--- src/rtl/lattice_gas_grid_engine_macros.svh ---
// ----------------------------------------------------------------------------
// lattice_gas_grid_engine_macros: assertion macros for the grid engine.
// Each macro checks one implication on the rising clock edge and is
// disabled while the active-low reset is asserted.
// ----------------------------------------------------------------------------
`ifndef LATTICE_GAS_GRID_ENGINE_MACROS_SVH
`define LATTICE_GAS_GRID_ENGINE_MACROS_SVH

// Consequent must hold in the same cycle as the antecedent.
`define LGGE_ASSERT_SAME(label, clk, rst_n, ante, cons, msg) \
	label: assert property (@(posedge clk) disable iff (!rst_n) (ante) |-> (cons)) \
		else $error(msg);

// Consequent must hold in the cycle after the antecedent.
`define LGGE_ASSERT_NEXT(label, clk, rst_n, ante, cons, msg) \
	label: assert property (@(posedge clk) disable iff (!rst_n) (ante) |=> (cons)) \
		else $error(msg);

`endif

--- src/rtl/lgge_pkg.sv ---
// ----------------------------------------------------------------------------
// lgge_pkg: shared types and constants of the lattice-gas grid engine.
// Holds the operation codes, register indexes, word layout, direction masks,
// the HPP collision function and the controller/datapath interface structs.
// ----------------------------------------------------------------------------
package lgge_pkg;

	// Field widths of the stream words and the configuration port.
	localparam int OP_W       = 2;
	localparam int COORD_W    = 6;
	localparam int CELL_W     = 8;
	localparam int CFG_DATA_W = 7;
	localparam int CFG_INDEX_W = 1;

	// Word layout on the stream ports, lowest field first.
	localparam int OP_LSB       = 0;
	localparam int COL_LSB      = OP_LSB + OP_W;
	localparam int ROW_LSB      = COL_LSB + COORD_W;
	localparam int CELL_IN_LSB  = ROW_LSB + COORD_W;
	localparam int IN_TDATA_W   = 24;
	localparam int OUT_TDATA_W  = 16;

	// Operation codes; the fourth code touches no cell and returns an all-zero result.
	typedef enum logic [OP_W-1:0] {
		OP_WRITE = 2'd0,
		OP_READ  = 2'd1,
		OP_GEN   = 2'd2
	} op_t;

	// Configuration register indexes.
	localparam logic [CFG_INDEX_W-1:0] REG_GRID_WIDTH  = 1'b0;
	localparam logic [CFG_INDEX_W-1:0] REG_GRID_HEIGHT = 1'b1;

	// Reset value of both size registers.
	localparam logic [CFG_DATA_W-1:0] SIZE_RESET = 7'd64;

	// Direction masks over both species of one cell.
	localparam logic [CELL_W-1:0] MASK_RIGHT = 8'h11;
	localparam logic [CELL_W-1:0] MASK_LEFT  = 8'h22;
	localparam logic [CELL_W-1:0] MASK_DOWN  = 8'h44;
	localparam logic [CELL_W-1:0] MASK_UP    = 8'h88;

	// Head-on pairs inside one species nibble.
	localparam logic [3:0] NIB_HORIZ = 4'b0011;
	localparam logic [3:0] NIB_VERT  = 4'b1100;

	// HPP collision of one species: a head-on pair turns by ninety degrees.
	function automatic logic [3:0] collide_nibble(input logic [3:0] nib);
		logic [3:0] res;
		res = nib;
		if (nib == NIB_HORIZ) begin
			res = NIB_VERT;
		end else if (nib == NIB_VERT) begin
			res = NIB_HORIZ;
		end
		return res;
	endfunction

	// Collision of both species of one cell.
	function automatic logic [CELL_W-1:0] collide_cell(input logic [CELL_W-1:0] c);
		return {collide_nibble(c[7:4]), collide_nibble(c[3:0])};
	endfunction

	// Commands from the controller to the datapath.
	typedef struct packed {
		logic capture;      // register the accepted input word
		logic cell_wr;      // write the addressed grid cell
		logic cell_rd;      // read the addressed grid cell
		logic sweep_rd;     // read one cell of the current sweep line
		logic sweep_flush;  // end-of-line slot of a sweep
		logic pass_b;       // vertical pass (scratch to grid)
		logic load_out;     // load the result register
		logic out_is_read;  // result carries the read cell
		logic out_status;   // result status bit
	} cmd_t;

	// Status from the datapath to the controller.
	typedef struct packed {
		logic coord_ok;     // captured coordinate lies inside the grid in use
	} stat_t;

endpackage

--- src/rtl/lgge_ctrl.sv ---
// ----------------------------------------------------------------------------
// lgge_ctrl: controller of the lattice-gas grid engine.
// Holds the size registers, runs the operation state machine and the sweep
// counters of a generation, and owns the handshake of both stream sides.
// ----------------------------------------------------------------------------
`include "lattice_gas_grid_engine_macros.svh"

module lgge_ctrl #(
	parameter int MAX_WIDTH  = 64,
	parameter int MAX_HEIGHT = 64,
	parameter int SW = $clog2(MAX_WIDTH + 1),
	parameter int SH = $clog2(MAX_HEIGHT + 1),
	parameter int PW = $clog2(((MAX_WIDTH > MAX_HEIGHT) ? MAX_WIDTH : MAX_HEIGHT) + 1)
) (
	input  logic                                clk,
	input  logic                                arst_n,
	input  logic                                cfg_we,
	input  logic [lgge_pkg::CFG_INDEX_W-1:0]    cfg_index,
	input  logic [lgge_pkg::CFG_DATA_W-1:0]     cfg_data,
	input  logic                                in_valid,
	output logic                                in_ready,
	input  logic [lgge_pkg::OP_W-1:0]           in_op,
	output logic                                out_valid,
	input  logic                                out_ready,
	input  lgge_pkg::stat_t                     stat,
	output lgge_pkg::cmd_t                      cmd,
	output logic [PW-1:0]                       pos,
	output logic [PW-1:0]                       line,
	output logic [SW-1:0]                       eff_w,
	output logic [SH-1:0]                       eff_h
);

	localparam int KW = (SW > lgge_pkg::CFG_DATA_W) ? SW : lgge_pkg::CFG_DATA_W;
	localparam int KH = (SH > lgge_pkg::CFG_DATA_W) ? SH : lgge_pkg::CFG_DATA_W;

	typedef enum logic [2:0] {
		ST_IDLE,
		ST_ACCESS,
		ST_RESULT,
		ST_GEN_A,
		ST_DRAIN_A,
		ST_GEN_B,
		ST_DRAIN_B
	} state_t;

	state_t                          state_q;
	logic [lgge_pkg::OP_W-1:0]       op_q;
	logic [PW-1:0]                   pos_q;
	logic [PW-1:0]                   line_q;
	logic                            out_valid_q;
	logic [lgge_pkg::CFG_DATA_W-1:0] cfg_w_q;
	logic [lgge_pkg::CFG_DATA_W-1:0] cfg_h_q;
	logic                            in_b;
	logic [PW-1:0]                   line_len;
	logic [PW-1:0]                   line_cnt;

	// Size registers.
	always_ff @(posedge clk or negedge arst_n) begin
		if (!arst_n) begin
			cfg_w_q <= lgge_pkg::SIZE_RESET;
			cfg_h_q <= lgge_pkg::SIZE_RESET;
		end else if (cfg_we) begin
			unique case (cfg_index)
				lgge_pkg::REG_GRID_WIDTH:  cfg_w_q <= cfg_data;
				lgge_pkg::REG_GRID_HEIGHT: cfg_h_q <= cfg_data;
				default: ;
			endcase
		end
	end

	// Sizes in use: zero acts as one, values above the maximum are clipped.
	always_comb begin
		if (cfg_w_q == '0) begin
			eff_w = SW'(1);
		end else if (KW'(cfg_w_q) > KW'(MAX_WIDTH)) begin
			eff_w = SW'(MAX_WIDTH);
		end else begin
			eff_w = SW'(cfg_w_q);
		end
		if (cfg_h_q == '0) begin
			eff_h = SH'(1);
		end else if (KH'(cfg_h_q) > KH'(MAX_HEIGHT)) begin
			eff_h = SH'(MAX_HEIGHT);
		end else begin
			eff_h = SH'(cfg_h_q);
		end
	end

	// The horizontal pass sweeps rows, the vertical pass sweeps columns.
	assign in_b     = (state_q == ST_GEN_B) || (state_q == ST_DRAIN_B);
	assign line_len = in_b ? PW'(eff_h) : PW'(eff_w);
	assign line_cnt = in_b ? PW'(eff_w) : PW'(eff_h);

	assign in_ready  = (state_q == ST_IDLE);
	assign out_valid = out_valid_q;
	assign pos       = pos_q;
	assign line      = line_q;

	// Command decode.
	always_comb begin
		cmd        = '0;
		cmd.pass_b = in_b;
		unique case (state_q)
			ST_IDLE: begin
				cmd.capture = in_valid;
			end
			ST_ACCESS: begin
				cmd.cell_wr = (op_q == lgge_pkg::OP_WRITE) && stat.coord_ok;
				cmd.cell_rd = (op_q == lgge_pkg::OP_READ) && stat.coord_ok;
			end
			ST_RESULT: begin
				cmd.load_out    = !out_valid_q || out_ready;
				cmd.out_is_read = (op_q == lgge_pkg::OP_READ);
				cmd.out_status  = ((op_q == lgge_pkg::OP_WRITE) ||
					(op_q == lgge_pkg::OP_READ)) && !stat.coord_ok;
			end
			ST_GEN_A, ST_GEN_B: begin
				cmd.sweep_rd    = (pos_q != line_len);
				cmd.sweep_flush = (pos_q == line_len);
			end
			ST_DRAIN_A, ST_DRAIN_B: ;
			default: ;
		endcase
	end

	// State machine, sweep counters and result valid.
	always_ff @(posedge clk or negedge arst_n) begin
		if (!arst_n) begin
			state_q     <= ST_IDLE;
			op_q        <= '0;
			pos_q       <= '0;
			line_q      <= '0;
			out_valid_q <= 1'b0;
		end else begin
			if (cmd.load_out) begin
				out_valid_q <= 1'b1;
			end else if (out_ready) begin
				out_valid_q <= 1'b0;
			end
			unique case (state_q)
				ST_IDLE: begin
					if (cmd.capture) begin
						op_q   <= in_op;
						pos_q  <= '0;
						line_q <= '0;
						if (in_op == lgge_pkg::OP_GEN) begin
							state_q <= ST_GEN_A;
						end else begin
							state_q <= ST_ACCESS;
						end
					end
				end
				ST_ACCESS: begin
					state_q <= ST_RESULT;
				end
				ST_RESULT: begin
					if (cmd.load_out) begin
						state_q <= ST_IDLE;
					end
				end
				ST_GEN_A, ST_GEN_B: begin
					if (pos_q == line_len) begin
						pos_q <= '0;
						if (line_q == PW'(line_cnt - 1'b1)) begin
							line_q  <= '0;
							state_q <= (state_q == ST_GEN_A) ? ST_DRAIN_A : ST_DRAIN_B;
						end else begin
							line_q <= PW'(line_q + 1'b1);
						end
					end else begin
						pos_q <= PW'(pos_q + 1'b1);
					end
				end
				ST_DRAIN_A: begin
					state_q <= ST_GEN_B;
				end
				ST_DRAIN_B: begin
					state_q <= ST_RESULT;
				end
				default: begin
					state_q <= ST_IDLE;
				end
			endcase
		end
	end

	// A result is loaded only into a free or draining result register.
	`LGGE_ASSERT_SAME(a_load_when_free, clk, arst_n, cmd.load_out, !out_valid_q || out_ready, "result register overwritten")

	// Sweep counters stay inside the line and the grid in use.
	`LGGE_ASSERT_SAME(a_sweep_bound, clk, arst_n, state_q == ST_GEN_A || state_q == ST_GEN_B, pos_q <= line_len && line_q < line_cnt, "sweep counter out of range")

	// A generation starts its first pass at the first cell.
	`LGGE_ASSERT_NEXT(a_gen_start, clk, arst_n, cmd.capture && in_op == lgge_pkg::OP_GEN, state_q == ST_GEN_A && pos_q == '0 && line_q == '0, "generation did not start at origin")

endmodule

--- config.mk ---
export PLATFORM = sky130hd
export DESIGN_NAME = lgge_ctrl
export DESIGN_NICKNAME = d
export VERILOG_FILES = /design/src/rtl/lgge_pkg.sv /design/src/rtl/lgge_ctrl.sv
export VERILOG_INCLUDE_DIRS = /design/src /design/src/rtl
export SDC_FILE = /design/constraint.sdc
export NUM_CORES = 1
export LEC_CHECK = 0
export ABC_CLOCK_PERIOD_IN_PS = 3500
export CAP_MARGIN = 20
export CORE_MARGIN = 2
export CORE_UTILIZATION = 30
export DETAILED_ROUTE_END_ITERATION = 8
export DONT_BUFFER_PORTS = 1
export GPL_TIMING_DRIVEN = 1
export PLACE_DENSITY = 0.55
export SETUP_SLACK_MARGIN = 0.02
export SLEW_MARGIN = 20
export SYNTH_ARGS = -nofsm -noshare
export SYNTH_HDL_FRONTEND = slang
export SYNTH_SLANG_ARGS = --single-unit
export TNS_END_PERCENT = 20
--- constraint.sdc ---
create_clock -name clk -period 3.5 [get_ports clk]
set_clock_uncertainty 0.05 [all_clocks]
set_input_delay 0.175 -clock clk [delete_from_list [all_inputs] [get_ports clk]]
set_output_delay 0.175 -clock clk [all_outputs]
set_load 0.02 [all_outputs]
==> flow_summary.json <==
{
  "required_ps": 3630,
  "ir_drop_uv": 222,
  "slew_viol_final": 0,
  "synthFlopType": "dfrtp_1",
  "yosysTopAreaCellShare_pct": 32.3,
  "viasPerCell": 5.36,
  "hold_start": "out_ready",
  "synth_cell_types": 63,
  "holdCritPathClass": "in -> reg",
  "dieArea_sq_um": 9000,
  "rsz0062_at_grt": "no",
  "hold_violations": 0,
  "finalNetCount": 328,
  "start_util_pct": 30.6,
  "antenna_found_initial": 0,
  "synth.area.top_cells": "dfrtp_1, mux2_2, nor2b_1",
  "regToRegStartpoint": "state_q[0]$_DFFE_PN0P_",
  "cts.sinks": 34,
  "arrival_ps": 3430,
  "final_antenna_net_count": 0,
  "leakage_nw": 1.27,
  "period_minus_slack_ps": 3300,
  "dpl_cell_area_sq_um": 2780,
  "fin_setup_tns_ps": 0,
  "synth-seq-area-share_pct": 34.4,
  "hold_slack_ps": 65.3,
  "firstDrtPassIters": 4,
  "area_growth_pct": 21.9,
  "slew_headroom_pct": 53.1,
  "wl_per_cell_um": 17.5,
  "path_class": "reg -> reg",
  "num_vias": 2223,
  "crit_path_start_kind": "register",
  "drv_cap": 0,
  "crit_start": "state_q[0]$_DFFE_PN0P_",
  "port_buffers": 0,
  "drt-initial-drc-count": 165,
  "syn_inst": 278,
  "synth_nets": 297,
  "cp_max_fo": 9,
  "cts_tree": "done",
  "finalCritPeriodShare_pct": 94.3,
  "die_x_um": 94.9,
  "syn-cell-area_sq_um": 2480,
  "dpl.hpwl_um": 5440,
  "grt_pass1_vias": 2153,
  "grt_usage_pct": 16.8,
  "cts_inserted_buffers": 5,
  "critPathCaptureType": "register",
  "cp_slowest_cell": "or4b_1",
  "synth_area_leader_cell": "dfrtp_1",
  "cts_buffer_depth": 2,
  "ys_ff_latch": 34,
  "fmax_mhz": 303,
  "crit_chain": "xor2_2 -> nand2_2 -> inv_2 -> nor2_1 -> a21oi_1 -> ha_2 -> or4b_1 -> o31a_1 -> mux2i_1 -> xnor2_1 -> nand4_1 -> o21ai_4 -> buf_12 -> o21ai_1 -> a22o_1",
  "synthArstFlopShare_pct": 100,
  "cts_max_level": 2,
  "clkSlewWorstSetupHoldPaths_ps": 70,
  "yosys_warnings": 0,
  "grt_pass1_wl_um": 11400,
  "synth_edf_count": 0,
  "antenna_cells": 0,
  "crit_family": "compound AO/OA/AOI/OAI gates",
  "finalPower_w": 0.00200,
  "outcome": "finished clean",
  "fin_util_pct": 37.3,
  "postLayoutCellArea_sq_um": 3020,
  "ios": 55,
  "grt-ovfl-total": 0,
  "crit_path_max_incr_delay_ps": 460,
  "cts_root_buf": "clkbuf_8",
  "drt-total-wl_um": 7260,
  "finalSetupViolations": 0,
  "num_rows": 33,
  "drive_above_1_share_pct": 23.5,
  "p_per_area_nw_per_um2": 663,
  "avgSynthCellArea_sq_um": 8.91,
  "tightest_slew_ps": 702,
  "critPathBufInv": 2,
  "grt_max_degree": 35,
  "die_h_um": 94.9,
  "coreArea_sq_um": 8090,
  "drc_errors": 0,
  "gp_congestion": 0.911,
  "clk-insertion-delay-late_ps": 290
}
per-stage QoR:
| stage | instances | setup WS (ps) |
|---|---|---|
| 5_1_grt | 415 | 15.5 |
| 4_1_cts | 413 | 71.8 |
| 3_5_place_dp | 394 | 88.9 |
| 2_1_floorplan | 278 | 26.5 |
| 6_report | 415 | 200 |
| 3_3_place_gp | 394 | 168 |
final timing paths:
kind                       cells past startpoint                     end  slack [ps]
hold / removal                                 2   out_valid$_DFFE_PN0P_          70
hold reg to reg                                1     op_q[0]$_DFFE_PN0P_         500
min in group asynchronous                      2  cfg_h_q[1]$_DFFE_PN0P_         300
setup reg to reg                              15     line[3]$_DFFE_PN0P_         200
setup / recovery                              15     line[3]$_DFFE_PN0P_         200
max in group asynchronous                      2  cfg_h_q[6]$_DFFE_PN1P_        2870
cells in the final DEF (no fill, tap or decap), drive strengths merged, types with 2 or more instances in the layout:
cell	instances
dfrtp	32
buf	32
nor2	24
nor2b	16
a21oi	16
mux2	16
nor3	14
o21ai	14
inv	13
nand2	12
nand3	10
dlygate4sd3	10
a22o	8
xnor2	7
and3	7
clkbuf	7
xor2	5
nand2b	4
nor4	4
and2	4
a31oi	4
o22ai	3
mux2i	3
o211a	3
o21a	3
a2111oi	3
ha	3
o21bai	2
a21o	2
o31ai	2
dfstp	2
a221oi	2
or2	2
o32ai	2
a2bb2oi	2
layout make-up:
class / instances / area, sq um
Timing Repair Buffer: 42 / 365
Multi-Input combinational cell: 213 / 1530
Clock buffer: 7 / 86.3
Clock inverter: 1 / 5.00
Tap cell: 105 / 131
Inverter: 13 / 48.8
Sequential cell: 34 / 853
Fill cell: 846 / 5070
layer usage:
layer | vias up | track usage (%) | share of wire [%]
li1 | 1078 | - | -
met1 | 1087 | 20.4 | 43
met2 | 49 | 28.1 | 50
met3 | 9 | 4.71 | 4.9
met4 | 0 | 6.64 | 1.8
met5 | - | 0 | 0
cell families (layout without fill, tap and decap cells):
family,after synthesis,in the layout,synth area share [%]
buffers and inverters,31,63,4.85
multiplexers,19,19,8.48
XOR/XNOR,12,12,4.55
AND/OR/NAND/NOR,107,107,24.2
flip-flops,34,34,34.4
AO/OA/AOI/OAI,72,72,21.9
adder cells (fa/ha/maj),3,3,1.52
power by group:
part           switching (W)  internal [W]
clock               0.000150      0.000159
combinational       0.000598      0.000432
sequential          0.000180      0.000482
cells in the mapped netlist, types with 2 or more instances:
| cell type | instances |
|---|---|
| nor3_1 | 14 |
| o21ai_0 | 7 |
| nand3_1 | 10 |
| a22o_1 | 8 |
| nor2b_1 | 16 |
| a2111oi_0 | 2 |
| o211a_1 | 3 |
| o21a_1 | 3 |
| nor2_1 | 22 |
| o31ai_1 | 2 |
| a2bb2oi_1 | 2 |
| nand2b_1 | 4 |
| nand2_1 | 11 |
| and3_1 | 7 |
| xor2_1 | 4 |
| ha_1 | 3 |
| o21ai_1 | 6 |
| xnor2_1 | 7 |
| and2_1 | 4 |
| a21o_1 | 2 |
| o21bai_1 | 2 |
| a31oi_1 | 3 |
| mux2_2 | 16 |
| o22ai_1 | 3 |
| clkbuf_1 | 16 |
| mux2i_1 | 3 |
| inv_1 | 12 |
| dfrtp_1 | 32 |
| dfstp_2 | 2 |
| a21oi_1 | 16 |
| nor4_1 | 4 |
state kept, by name (all words and copies together) (netlist names):
| signal | flops |
|---|---|
| op_q | 2 |
| pos | 7 |
| line | 7 |
| state_q | 3 |
| out_valid | 1 |
| cfg_w_q | 7 |
| cfg_h_q | 7 |
timing repair:
action                     4_1_cts  5_1_grt
hold buffers                    11        0
hold endpoints to repair        50        0
buffers inserted                 0        2
setup endpoints to repair        0        8
gates resized for setup          0        1
Power figures use the tool's default switching activity.
